## src/design/tbsd_pkg.sv

```systemverilog
// Shared types and constants of the tagged block stream deframer.
package tbsd_pkg;

	localparam int NUM_BLOCKS_DEF = 16;

	localparam logic [7:0]  MAGIC_P       = 8'h50;
	localparam logic [7:0]  MAGIC_S       = 8'h53;
	localparam logic [31:0] LONGEST_RESET = 32'd4096;

	localparam logic REQ_STREAM = 1'b0;
	localparam logic REQ_SETUP  = 1'b1;

	typedef enum logic [1:0] {
		KIND_BYTE  = 2'd0,
		KIND_EMPTY = 2'd1,
		KIND_ERROR = 2'd2
	} out_kind_t;

	typedef struct packed {
		logic        req_type;
		logic [7:0]  rx_byte;
		logic [3:0]  block_sel;
		logic [31:0] max_len;
	} in_item_t;

	typedef struct packed {
		out_kind_t   out_kind;
		logic [3:0]  block_id;
		logic [31:0] byte_offset;
		logic [7:0]  data_byte;
		logic [31:0] block_len;
		logic        last;
	} out_item_t;

endpackage

```

## src/design/tbsd_limit_table.sv

```systemverilog
// Per-block maximum length memory with a clearing pass after reset.
module tbsd_limit_table #(
	parameter int NUM_BLOCKS = tbsd_pkg::NUM_BLOCKS_DEF,
	localparam int AW = (NUM_BLOCKS > 1) ? $clog2(NUM_BLOCKS) : 1
) (
	input  logic          clk,
	input  logic          arst_n,
	input  logic          wr_en,
	input  logic [AW-1:0] wr_addr,
	input  logic [31:0]   wr_data,
	input  logic          rd_en,
	input  logic [AW-1:0] rd_addr,
	output logic [31:0]   rd_data,
	output logic          clearing
);
	import tbsd_pkg::*;

	localparam logic [AW-1:0] LAST_IDX = AW'(NUM_BLOCKS - 1);

	logic [31:0]   mem [NUM_BLOCKS];
	logic [31:0]   rd_data_q;
	logic [AW-1:0] clr_idx_q;
	logic          clearing_q;

	always_ff @(posedge clk or negedge arst_n) begin
		if (!arst_n) begin
			clr_idx_q  <= '0;
			clearing_q <= 1'b1;
		end else if (clearing_q) begin
			clr_idx_q <= clr_idx_q + AW'(1);
			if (clr_idx_q == LAST_IDX) begin
				clearing_q <= 1'b0;
			end
		end
	end

	always_ff @(posedge clk) begin
		if (clearing_q) begin
			mem[clr_idx_q] <= '0;
		end else if (wr_en) begin
			mem[wr_addr] <= wr_data;
		end
	end

	always_ff @(posedge clk) begin
		if (rd_en) begin
			rd_data_q <= mem[rd_addr];
		end
	end

	assign rd_data  = rd_data_q;
	assign clearing = clearing_q;

	a_clear_no_write: assert property (@(posedge clk) disable iff (!arst_n)
		clearing_q |-> !wr_en && !rd_en)
		else $error("table accessed during clearing pass");

	a_clear_ends: assert property (@(posedge clk) disable iff (!arst_n)
		clearing_q && clr_idx_q == LAST_IDX |=> !clearing_q)
		else $error("clearing pass did not end after the last entry");

	a_clear_once: assert property (@(posedge clk) disable iff (!arst_n)
		!clearing_q |=> !clearing_q)
		else $error("clearing pass restarted without reset");

endmodule

```

## src/design/tagged_block_stream_deframer.sv

```systemverilog
// Top level: header parser, payload clipping and a two-entry output buffer.
// A result is registered into the output slot, or into the skid slot if that slot is held.
// Throughput: one item per cycle; in_ready falls when both slots are full or while clearing.
// The limit table read is issued once the block id is complete, ahead of the length.
// Reset initialises the control state and runs a table clearing pass over all NUM_BLOCKS
// entries, during which in_ready is low; configuration writes are taken at any time.
module tagged_block_stream_deframer #(
	parameter int NUM_BLOCKS = tbsd_pkg::NUM_BLOCKS_DEF
) (
	input  logic               clk,
	input  logic               arst_n,
	input  logic               in_valid,
	output logic               in_ready,
	input  tbsd_pkg::in_item_t in_data,
	output logic               out_valid,
	input  logic               out_ready,
	output tbsd_pkg::out_item_t out_data,
	input  logic               cfg_valid,
	output logic               cfg_ready,
	input  logic [31:0]        cfg_data
);
	import tbsd_pkg::*;

	localparam int AW = (NUM_BLOCKS > 1) ? $clog2(NUM_BLOCKS) : 1;
	localparam logic [16:0] NB_WIDE = 17'(NUM_BLOCKS);

	localparam logic [2:0] HDR_S      = 3'd1;
	localparam logic [2:0] HDR_ID_HI  = 3'd2;
	localparam logic [2:0] HDR_ID_LO  = 3'd3;
	localparam logic [2:0] HDR_LEN_HI = 3'd4;
	localparam logic [2:0] HDR_LAST   = 3'd7;

	typedef enum logic [3:0] {
		PH_HUNT    = 4'b0001,
		PH_HEADER  = 4'b0010,
		PH_PAYLOAD = 4'b0100,
		PH_SKIP    = 4'b1000
	} phase_t;

	phase_t      phase_q, phase_d;
	logic [2:0]  hdr_idx_q, hdr_idx_d;
	logic [15:0] frame_id_q, frame_id_d;
	logic [31:0] frame_len_q, frame_len_d;
	logic [31:0] stored_cnt_q, stored_cnt_d;
	logic [31:0] skip_rem_q, skip_rem_d;
	logic [31:0] longest_q;
	logic [31:0] lim_q;
	logic        lim_pend_s1;

	out_item_t   out_q, skid_q, res;
	logic        out_v_q, skid_v_q, res_v;

	logic        clearing, in_acc, stream_acc, setup_acc, pop;
	logic        sel_ok, id_ok, rejected, is_last;
	logic [31:0] full_len, keep, excess, skip_dec;
	logic [15:0] id_shift;
	logic [AW-1:0] wr_addr, rd_addr;
	logic [31:0] rd_data;
	logic        rd_en, wr_en;

	assign cfg_ready  = 1'b1;
	assign in_ready   = !skid_v_q && !clearing;
	assign in_acc     = in_valid && in_ready;
	assign stream_acc = in_acc && (in_data.req_type == REQ_STREAM);
	assign setup_acc  = in_acc && (in_data.req_type == REQ_SETUP);
	assign pop        = out_v_q && out_ready;

	assign sel_ok  = {13'd0, in_data.block_sel} < NB_WIDE;
	assign wr_en   = setup_acc && sel_ok;
	assign wr_addr = AW'({12'd0, in_data.block_sel});
	assign id_ok   = {1'b0, frame_id_q} < NB_WIDE;

	assign id_shift = {frame_id_q[7:0], in_data.rx_byte};
	assign rd_addr  = id_shift[AW-1:0];

	tbsd_limit_table #(
		.NUM_BLOCKS(NUM_BLOCKS)
	) u_table (
		.clk      (clk),
		.arst_n   (arst_n),
		.wr_en    (wr_en),
		.wr_addr  (wr_addr),
		.wr_data  (in_data.max_len),
		.rd_en    (rd_en),
		.rd_addr  (rd_addr),
		.rd_data  (rd_data),
		.clearing (clearing)
	);

	always_comb begin
		full_len = {frame_len_q[23:0], in_data.rx_byte};
		keep     = (full_len < lim_q) ? full_len : lim_q;
		excess   = full_len - keep;
		rejected = !id_ok || (full_len > longest_q);
		is_last  = (33'(stored_cnt_q) + 33'd1) >= 33'(frame_len_q);
		skip_dec = (skip_rem_q != 32'd0) ? skip_rem_q - 32'd1 : 32'd0;
	end

	always_comb begin
		phase_d      = phase_q;
		hdr_idx_d    = hdr_idx_q;
		frame_id_d   = frame_id_q;
		frame_len_d  = frame_len_q;
		stored_cnt_d = stored_cnt_q;
		skip_rem_d   = skip_rem_q;
		rd_en        = 1'b0;
		res_v        = 1'b0;
		res          = '0;
		if (stream_acc) begin
			unique case (phase_q)
				PH_HEADER: begin
					if (hdr_idx_q == HDR_S && in_data.rx_byte != MAGIC_S) begin
						phase_d      = PH_HUNT;
						hdr_idx_d    = '0;
						res_v        = 1'b1;
						res.out_kind = KIND_ERROR;
					end else begin
						if (hdr_idx_q == HDR_ID_HI || hdr_idx_q == HDR_ID_LO) begin
							frame_id_d = id_shift;
						end else if (hdr_idx_q >= HDR_LEN_HI) begin
							frame_len_d = full_len;
						end
						rd_en     = (hdr_idx_q == HDR_ID_LO);
						hdr_idx_d = hdr_idx_q + 3'd1;
						if (hdr_idx_q == HDR_LAST) begin
							stored_cnt_d = '0;
							if (rejected) begin
								skip_rem_d = full_len;
								phase_d    = (full_len != 32'd0) ? PH_SKIP : PH_HUNT;
							end else begin
								skip_rem_d  = excess;
								frame_len_d = keep;
								if (keep == 32'd0) begin
									phase_d      = (excess != 32'd0) ? PH_SKIP : PH_HUNT;
									res_v        = 1'b1;
									res.out_kind = KIND_EMPTY;
									res.block_id = frame_id_q[3:0];
									res.last     = 1'b1;
								end else begin
									phase_d = PH_PAYLOAD;
								end
							end
						end
					end
				end
				PH_PAYLOAD: begin
					res_v           = 1'b1;
					res.out_kind    = KIND_BYTE;
					res.block_id    = frame_id_q[3:0];
					res.byte_offset = stored_cnt_q;
					res.data_byte   = in_data.rx_byte;
					res.block_len   = frame_len_q;
					res.last        = is_last;
					stored_cnt_d    = stored_cnt_q + 32'd1;
					if (is_last) begin
						phase_d = (skip_rem_q != 32'd0) ? PH_SKIP : PH_HUNT;
					end
				end
				PH_SKIP: begin
					skip_rem_d = skip_dec;
					if (skip_dec == 32'd0) begin
						phase_d = PH_HUNT;
					end
				end
				default: begin
					phase_d = PH_HUNT;
					if (in_data.rx_byte == MAGIC_P) begin
						phase_d     = PH_HEADER;
						hdr_idx_d   = HDR_S;
						frame_id_d  = '0;
						frame_len_d = '0;
					end
				end
			endcase
		end
	end

	always_ff @(posedge clk or negedge arst_n) begin
		if (!arst_n) begin
			phase_q      <= PH_HUNT;
			hdr_idx_q    <= '0;
			frame_id_q   <= '0;
			frame_len_q  <= '0;
			stored_cnt_q <= '0;
			skip_rem_q   <= '0;
			longest_q    <= LONGEST_RESET;
			lim_pend_s1  <= 1'b0;
			out_v_q      <= 1'b0;
			skid_v_q     <= 1'b0;
		end else begin
			phase_q      <= phase_d;
			hdr_idx_q    <= hdr_idx_d;
			frame_id_q   <= frame_id_d;
			frame_len_q  <= frame_len_d;
			stored_cnt_q <= stored_cnt_d;
			skip_rem_q   <= skip_rem_d;
			lim_pend_s1  <= rd_en;
			if (cfg_valid && cfg_ready) begin
				longest_q <= cfg_data;
			end
			if (skid_v_q && pop) begin
				skid_v_q <= 1'b0;
			end else if (res_v) begin
				if (!out_v_q || pop) begin
					out_v_q <= 1'b1;
				end else begin
					skid_v_q <= 1'b1;
				end
			end else if (pop) begin
				out_v_q <= 1'b0;
			end
		end
	end

	// A set-up write to the looked-up id after the read was issued must win
	// over the memory data, so the write is forwarded into the limit.
	always_ff @(posedge clk) begin
		if (wr_en && wr_addr == frame_id_q[AW-1:0]) begin
			lim_q <= in_data.max_len;
		end else if (lim_pend_s1) begin
			lim_q <= rd_data;
		end
		if (skid_v_q && pop) begin
			out_q <= skid_q;
		end else if (res_v) begin
			if (!out_v_q || pop) begin
				out_q <= res;
			end else begin
				skid_q <= res;
			end
		end
	end

	assign out_valid = out_v_q;
	assign out_data  = out_q;

	a_skid_behind_out: assert property (@(posedge clk) disable iff (!arst_n)
		skid_v_q |-> out_v_q)
		else $error("skid slot holds a transaction while the output slot is empty");

	a_payload_in_range: assert property (@(posedge clk) disable iff (!arst_n)
		phase_q == PH_PAYLOAD |-> stored_cnt_q < frame_len_q)
		else $error("payload offset reached the stored length");

	a_skip_nonzero: assert property (@(posedge clk) disable iff (!arst_n)
		phase_q == PH_SKIP |-> skip_rem_q != 32'd0)
		else $error("skip phase with nothing left to skip");

	a_lookup_timing: assert property (@(posedge clk) disable iff (!arst_n)
		lim_pend_s1 |-> phase_q == PH_HEADER && hdr_idx_q == HDR_LEN_HI)
		else $error("limit read returned outside the length bytes of a header");

endmodule
```

## config.mk

```make
export PLATFORM = sky130hd
export DESIGN_NAME = tagged_block_stream_deframer
export DESIGN_NICKNAME = d
export VERILOG_FILES = /design/src/design/tbsd_pkg.sv /design/src/design/tbsd_limit_table.sv /design/src/design/tagged_block_stream_deframer.sv
export SDC_FILE = /design/constraint.sdc
export NUM_CORES = 1
export LEC_CHECK = 0
export BUFFER_PORTS_ARGS = -buffer_cell sky130_fd_sc_hd__buf_4
export CAP_MARGIN = 20
export CORE_ASPECT_RATIO = 0.9
export CORE_MARGIN = 2
export CORE_UTILIZATION = 36
export CTS_BUF_LIST = sky130_fd_sc_hd__clkbuf_16
export DETAILED_ROUTE_END_ITERATION = 6
export GPL_ROUTABILITY_DRIVEN = 0
export PLACE_DENSITY_LB_ADDON = 0.25
export SYNTH_ARGS = -nofsm -noshare
export SYNTH_HDL_FRONTEND = slang
export SYNTH_HIERARCHICAL = 1
export SYNTH_SLANG_ARGS = --single-unit
```

## constraint.sdc

```tcl
create_clock -name clk -period 10.7 [get_ports clk]
set_input_delay 0 -clock clk [delete_from_list [all_inputs] [get_ports clk]]
set_output_delay 0 -clock clk [all_outputs]
set_load 0.01 [all_outputs]
```

# Word-level counts from Yosys, hierarchy flattened
# Memories as Yosys holds them, arrays and structs flattened. A register that Yosys moved wholly into a read port is not among the register bits.
# Cells that the tools add are included.
totals:
  n_memories: 1
  ff_bits: 349
  elab_cells: 173
  mem_bits_rw: 512
  output_inout_bits: 82
  input_bits: 82
mem_list:
  columns: ["memory", "words", "word_bits", "read_ports", "rd_clocked_by_memory_dff", "write_ports", "line", "rtl"]
  rows:
  - ["u_table.mem", 16, 32, 1, 1, 1, "tbsd_limit_table.sv:20", "logic [31:0] mem [NUM_BLOCKS];"]
classes:
  order_cmp: 5
  n_addsub: 6
  reduce_logical: 39
  bitwise_logic: 4
  n_eq_ne: 19
  muxes: 74
ops:
  columns: ["cell", "n"]
  rows:
  - ["$mux W32", 16]
  - ["$mux W79", 4]
  - ["$pmux W32 S2", 3]
  - ["$reduce_bool A32 Y1", 3]
  - ["$mux W72", 1]
  - ["$logic_not A32 Y1", 2]
  - ["$mux W16", 3]
  - ["$mux W4", 11]
  - ["$add A32 B1 Y33 const B", 1]
  - ["$ge A33 B32 Y1", 1]
  - ["$add A32 B1 Y32 const B", 1]
  - ["$gt A32 B32 Y1", 1]
  - ["$lt A32 B32 Y1", 1]
  - ["$pmux W16 S2", 1]
  - ["$reduce_or A32 Y1", 1]
  - ["$sub A32 B1 Y32 const B", 1]
  - ["$sub A32 B32 Y32", 1]
  - ["$mux W1", 23]
  - ["$lt A16 B5 Y1 const B", 1]
  - ["$reduce_and A4 Y1", 4]
  - ["$mux W5", 3]
  - ["$reduce_bool A2 Y1", 7]
  - ["$ne A2 B2 Y1 const B", 6]
  - ["$pmux W4 S3", 1]
  - ["other kinds (27)", 50]

# Depth between registers and ports, before layout
depth:
  depth_word: 12
  mapped_depth: 26
  depth_no_buf: 22

# Hierarchy
# The synthesis kept the hierarchy.
modules_own_cells:
  columns: ["mod", "area_each_um2", "instances", "cells_per_inst", "seq_area_each_um2"]
  rows:
  - ["tagged_block_stream_deframer", 21853.5, 1, 2355, 9561.7]
  - ["tbsd_limit_table", 20668.6, 1, 904, 16462.0]

# Worst setup path after synthesis
# No wires, ideal clock.
synth_timing:
  path_kind: "reg2reg"
  startpoint: "register lim_q[2]"
  endpoint: "register skid_q[0] in the netlist's numbering, enable pin"
  path_buffers: 1
  arrival_time_ns: 8.836
  required_ns: 10.070
  setup_time_ns: 0.630
  period_less_slack_ns: 9.466
  slack_ns: 1.234
  path_stages_with_launch: 15
  cell_sequence: "edfxtp_1 -> clkbuf_1 -> inv_1 -> ha_1 -> a211o_1 -> a31oi_1 -> nor4_1 -> o311ai_0 -> nand2_1 -> or3_1 -> o31ai_1 -> nand2_1 -> a21oi_1 -> o21ai_0 -> nor3b_1"
synth_via:
  elab_chain_cells: 10
synth_lines:
  columns: ["item", "line", "rtl"]
  rows:
  - ["start: declaration", "tagged_block_stream_deframer.sv:47", "logic [31:0] lim_q;"]
  - ["start signal: assignment", "tagged_block_stream_deframer.sv:219", "lim_q <= in_data.max_len;"]
  - ["start signal: assignment", "tagged_block_stream_deframer.sv:221", "lim_q <= rd_data;"]
  - ["$lt A32 B32 Y1", "tagged_block_stream_deframer.sv:92", "keep = (full_len < lim_q) ? full_len : lim_q;"]
  - ["$mux W32 *", "tagged_block_stream_deframer.sv:92", null]
  - ["$logic_not A32 Y1 *", "tagged_block_stream_deframer.sv:133", "if (keep == 32'd0) begin"]
  - ["$mux W1 *", "tagged_block_stream_deframer.sv:133", null]
  - ["$mux W1 *", "tagged_block_stream_deframer.sv:127", "if (rejected) begin"]
  - ["$mux W1 *", "tagged_block_stream_deframer.sv:125", "if (hdr_idx_q == HDR_LAST) begin"]
  - ["$mux W1 *", "tagged_block_stream_deframer.sv:112", "if (hdr_idx_q == HDR_S && in_data.rx_byte != MAGIC_S) begin"]
  - ["$pmux W1 S2 *", "tagged_block_stream_deframer.sv:110", "unique case (phase_q)"]
  - ["$mux W1 *", "tagged_block_stream_deframer.sv:109", "if (stream_acc) begin"]
  - ["$reduce_and A3 Y1 (no source line) *", null, null]
  - ["end signal: assignment", "tagged_block_stream_deframer.sv:229", "skid_q <= res;"]
  - ["end: declaration", "tagged_block_stream_deframer.sv:50", "out_item_t out_q, skid_q, res;"]
# Mark *: on every way between the ends. The rest lies on a longest branch, timed or not.
# A chain may end at the register's enable or synchronous reset.

# Worst setup path after layout
layout_timing:
  startpoint: "register frame_len_q[19]"
  endpoint: "register phase_q[0]"
layout_via:
  elab_chain_cells: 10
  elab_cells_between_ends: 18
  classes_between: "1 x add/sub; 3 x order compare; 1 x eq/ne; 8 x mux; 5 x reduce/logical"
layout_lines:
  columns: ["item", "line", "rtl"]
  rows:
  - ["start: declaration", "tagged_block_stream_deframer.sv:43", "logic [31:0] frame_len_q, frame_len_d;"]
  - ["start signal: assignment", "tagged_block_stream_deframer.sv:194", "frame_len_q <= frame_len_d;"]
  - ["$lt A32 B32 Y1", "tagged_block_stream_deframer.sv:92", null]
  - ["$mux W32", "tagged_block_stream_deframer.sv:92", null]
  - ["$sub A32 B32 Y32", "tagged_block_stream_deframer.sv:93", "excess = full_len - keep;"]
  - ["$reduce_bool A32 Y1", "tagged_block_stream_deframer.sv:134", "phase_d = (excess != 32'd0) ? PH_SKIP : PH_HUNT;"]
  - ["$mux W4", "tagged_block_stream_deframer.sv:134", null]
  - ["$mux W4", "tagged_block_stream_deframer.sv:133", null]
  - ["$mux W4", "tagged_block_stream_deframer.sv:127", null]
  - ["$mux W4", "tagged_block_stream_deframer.sv:125", null]
  - ["$mux W4", "tagged_block_stream_deframer.sv:112", null]
  - ["$pmux W4 S3", "tagged_block_stream_deframer.sv:110", null]
  - ["end signal: assignment", "tagged_block_stream_deframer.sv:191", "phase_q <= phase_d;"]
  - ["end: declaration", "tagged_block_stream_deframer.sv:40", "phase_t phase_q, phase_d;"]
# Parallel ways exist; a longest one is shown, timed or not. The select of a mux whose other input is x is not followed.

==> impl_metrics.prom <==
# TYPE chip_impl_metric gauge
chip_impl_metric{name="insertion_delay",unit="ns"} 0.73
chip_impl_info{name="outcome",value="completed"} 1
chip_impl_metric{name="synth.distinct_cells",unit=""} 89
chip_impl_metric{name="io_pins",unit=""} 164
chip_impl_metric{name="powerDensity",unit="nW/um^2"} 154
chip_impl_metric{name="post_drt_via_cell_ratio",unit=""} 5.66
chip_impl_metric{name="synth-seq-area-share",unit="%"} 61.2
chip_impl_metric{name="multi_input_combinational_cell_area",unit="um^2"} 15500
chip_impl_metric{name="worst_pin_slew",unit="ns"} 1.14
chip_impl_metric{name="postSynthRegisterBits",unit=""} 893
chip_impl_metric{name="synth_warnings",unit=""} 6
chip_impl_metric{name="rrSetupSlack",unit="ns"} 3.24
chip_impl_metric{name="netlist_instances",unit=""} 3259
chip_impl_info{name="layout.cells.most_common",value="sky130_fd_sc_hd__edfxtp_1"} 1
chip_impl_metric{name="cts.repair_timing.setup_buffer_count",unit=""} 0
chip_impl_metric{name="remaining_drc_errors",unit=""} 0
chip_impl_metric{name="vias",unit=""} 29400
chip_impl_metric{name="max_clock_freq",unit="GHz"} 0.134
chip_impl_metric{name="drt_pre_antenna_iters",unit=""} 6
chip_impl_metric{name="sequential_cell_area",unit="um^2"} 26000
chip_impl_metric{name="slew_headroom",unit="%"} 23.7
chip_impl_metric{name="design.core.area",unit="um^2"} 117000
chip_impl_metric{name="place.port_buffers",unit=""} 162
chip_impl_metric{name="initialDrtViolationCount",unit=""} 3468
chip_impl_metric{name="timing.final.crit_share",unit="%"} 69.7
chip_impl_metric{name="floorplan.die.height",unit="um"} 330
chip_impl_metric{name="fp-row-count",unit=""} 119
chip_impl_metric{name="cp_max_fo",unit=""} 52
chip_impl_metric{name="post_cts_resized",unit=""} 0
chip_impl_metric{name="cap_violations",unit=""} 0
chip_impl_metric{name="finalCoreUtilization",unit="%"} 42.8
chip_impl_metric{name="cpPeakStageDelay",unit="ns"} 0.77
chip_impl_metric{name="fillers",unit=""} 10800
chip_impl_info{name="series_of_cell_instances_along_the_critical_path",value="ha_1 -> nand4_1 -> nor4_1 -> a22oi_1 -> and2_1 -> nand2_1 -> buf_4 -> o21ai_0 -> ha_1 -> fa_1 -> or2_2 -> a41oi_1 -> a22oi_1 -> o22ai_1 -> a22oi_1 -> maj3_1 -> xnor2_1 -> a31oi_1 -> or4_1 -> nor4_1 -> o21a_1"} 1
chip_impl_metric{name="wl_per_cell",unit="um"} 25.4
chip_impl_metric{name="tns",unit="ns"} 0
chip_impl_metric{name="hold_viol",unit=""} 0
chip_impl_metric{name="cts_hold_repair.buffers",unit=""} 141
chip_impl_metric{name="gr-usage-all-layers",unit="%"} 21.5
chip_impl_metric{name="final_nets",unit=""} 3730
chip_impl_metric{name="cts.sinks",unit=""} 893
chip_impl_metric{name="async_reset_ff_share",unit="%"} 17.8
chip_impl_info{name="min_path_type",value="in2reg"} 1
chip_impl_info{name="ys_dominant_reg_cell",value="sky130_fd_sc_hd__edfxtp_1"} 1
chip_impl_info{name="cts_tree",value="built"} 1
chip_impl_info{name="crit_path_start_kind",value="flop"} 1
chip_impl_metric{name="first_global_vias",unit=""} 28500
chip_impl_metric{name="initial_utilization",unit="%"} 36.3
chip_impl_metric{name="report.final.slew_viol_count",unit=""} 0
chip_impl_info{name="setup.worst_path.end_class",value="flop"} 1
chip_impl_metric{name="critical_path.n_buffers_inverters",unit=""} 1
chip_impl_metric{name="synthesis_to_finish_area_growth",unit="%"} 17.9
chip_impl_metric{name="cp.required",unit="ns"} 11.34
chip_impl_metric{name="cts_buffer_depth",unit=""} 3
chip_impl_metric{name="finalCriticalPeriod",unit="ns"} 7.46
chip_impl_metric{name="syn-num-nets",unit=""} 3454
chip_impl_metric{name="number_of_synthesized_flops_with_an_enable_pin",unit=""} 734
chip_impl_metric{name="globalRoute.totalOverflow",unit=""} 0
chip_impl_metric{name="wl",unit="mm"} 132
chip_impl_info{name="timing.setup.critical_path_class",value="reg2reg"} 1
chip_impl_metric{name="post_synth_instance_area",unit="um^2"} 42500
chip_impl_info{name="rsz0062_at_grt",value="no"} 1
chip_impl_metric{name="signal_arrival_time_at_the_worst_endpoint",unit="ns"} 8.10
chip_impl_metric{name="ant_nets",unit=""} 0
chip_impl_metric{name="die_width",unit="um"} 366
chip_impl_info{name="clockRootBuffer",value="sky130_fd_sc_hd__clkbuf_16"} 1
chip_impl_metric{name="clkTransAtPathRegs",unit="ns"} 0.06
chip_impl_metric{name="grt_antenna_before_repair",unit=""} 4
chip_impl_metric{name="static-leakage-power",unit="uW"} 0.0198
chip_impl_metric{name="max-vdd-ir-drop",unit="V"} 0.000134
chip_impl_info{name="crit_path_top_delay_cell",value="sky130_fd_sc_hd__nor4_1"} 1
chip_impl_metric{name="global_route_wire_length_before_repair",unit="mm"} 194
chip_impl_metric{name="fin_worst_skew",unit="ns"} 0.0465
chip_impl_metric{name="setup-violations-final",unit=""} 0
chip_impl_metric{name="syn_avg_cell_area",unit="um^2"} 13.0
chip_impl_metric{name="fp.dieArea",unit="um^2"} 121000
chip_impl_metric{name="post_route_cells_drive_above_1_share",unit="%"} 16.2
chip_impl_info{name="crit_family",value="simple AND/OR/NAND/NOR gates"} 1
chip_impl_metric{name="place.detailed.hpwl",unit="mm"} 83.8
chip_impl_metric{name="inserted_clock_buffers",unit=""} 94
chip_impl_metric{name="clock_h_tree_levels",unit=""} 3
chip_impl_info{name="crit_path_frequent_cell",value="sky130_fd_sc_hd__a22oi_1"} 1
chip_impl_info{name="final_cell_mix",value="sky130_fd_sc_hd__edfxtp_1, sky130_fd_sc_hd__nand2_1, sky130_fd_sc_hd__buf_4"} 1
chip_impl_metric{name="maximum_number_of_pins_on_one_net_before_global_route_repair",unit=""} 84
sequential cells by signal, indices dropped and copies added, names as in the netlist:
signal	flops
frame_id_q	16
frame_len_q	32
hdr_idx_q	3
lim_pend_s1	1
lim_q	32
longest_q	32
out_data	79
out_valid	1
phase_q	4
skid_q	79
skid_v_q	1
skip_rem_q	32
stored_cnt_q	32
u_table/clearing	1
u_table/clr_idx_q	4
u_table/mem	512
u_table/rd_data	32
through the flow:
stage,setup slack (ns),cell area [um^2],power [uW],hold slack [ns],std cells
CTS,3.53,50100,7770,0.0466,5187
detailed placement,3.58,45700,4540,0.0315,4870
finish,3.24,50100,7710,0.0832,5189
floorplan,1.23,42500,4290,-0.296,3259
global placement,3.72,45700,4540,0.0354,4869
global route,3.01,50100,7980,0.0850,5188
tightest hold or removal path, stage by stage:
cell and delay, ns:
sky130_fd_sc_hd__buf_6 0.27, sky130_fd_sc_hd__mux4_2 0.30, sky130_fd_sc_hd__a22oi_1 0.05, sky130_fd_sc_hd__nand2_1 0.06
cells by family (layout without fill, tap and decap cells):
kind of cell | after synthesis | count (layout) | synth area share (%)
AOI/OAI and AO/OA | 761 | 761 | 11.8
other | 1 | 2 | 0.00882
muxes | 175 | 175 | 8.06
and+or+nand+nor | 904 | 904 | 10.6
buffers and inverters | 311 | 667 | 2.90
DFF | 893 | 893 | 61.2
adders and majority gates | 122 | 122 | 3.55
xor gates and xnor gates | 92 | 92 | 1.89
worst paths after layout:
kind,depth (start not counted),start,to
worst max-delay path,21,frame_len_q[19],phase_q[0]
worst min-delay path,4,in_data[37],u_table/rd_data[3]
worst max register to register,21,frame_len_q[19],phase_q[0]
worst min register to register,2,frame_id_q[9],frame_id_q[9]
max in group asynchronous,5,arst_n,skid_v_q
min in group asynchronous,3,arst_n,longest_q[12]
routing by layer:
layer,GRT usage (%),vias up,part of all wire [%]
met2,34.9,1144,47
li1,-,13100,-
met4,8.89,2,4.4
met1,28.8,14900,41
met3,3.69,248,7.0
met5,0,-,0.0091
final cells by class:
type / count / share of cell area, %
Tap cell: 1573 / 3.93
Clock inverter: 81 / 1.23
Timing Repair Buffer: 369 / 6.35
Sequential cell: 893 / 51.9
Clock buffer: 95 / 4.74
Antenna cell: 1 / 0.00499
Multi-Input combinational cell: 2055 / 30.9
Inverter: 122 / 0.914
Yosys cell counts (all sizes together), types with 22 or more instances:
master	n	area (um^2)
edfxtp	734	22000
nand2	286	1080
o21ai	214	1070
dfrtp	156	3900
nor2	140	526
clkbuf	138	518
mux4	130	2930
inv	119	447
a21oi	118	591
ha	112	1400
a21o	98	736
nor3	88	440
nand3	77	385
a22oi	71	533
and2	52	325
buf	51	256
and3	50	313
xnor2	46	403
xor2	46	403
a31oi	42	263
nor4	41	257
mux2	40	450
nand4	33	206
nand2b	32	200
nor2b	32	200
o31ai	23	173
o211ai	22	165
where the power goes:
part | internal (uW) | switching (uW) | leakage [uW]
Clock | 1750 | 1430 | 0.00154
Combinational | 259 | 425 | 0.00862
Sequential | 3790 | 59.3 | 0.00967
Total | 5790 | 1910 | 0.0198
No activity file was read; power rests on OpenSTA's default activity.
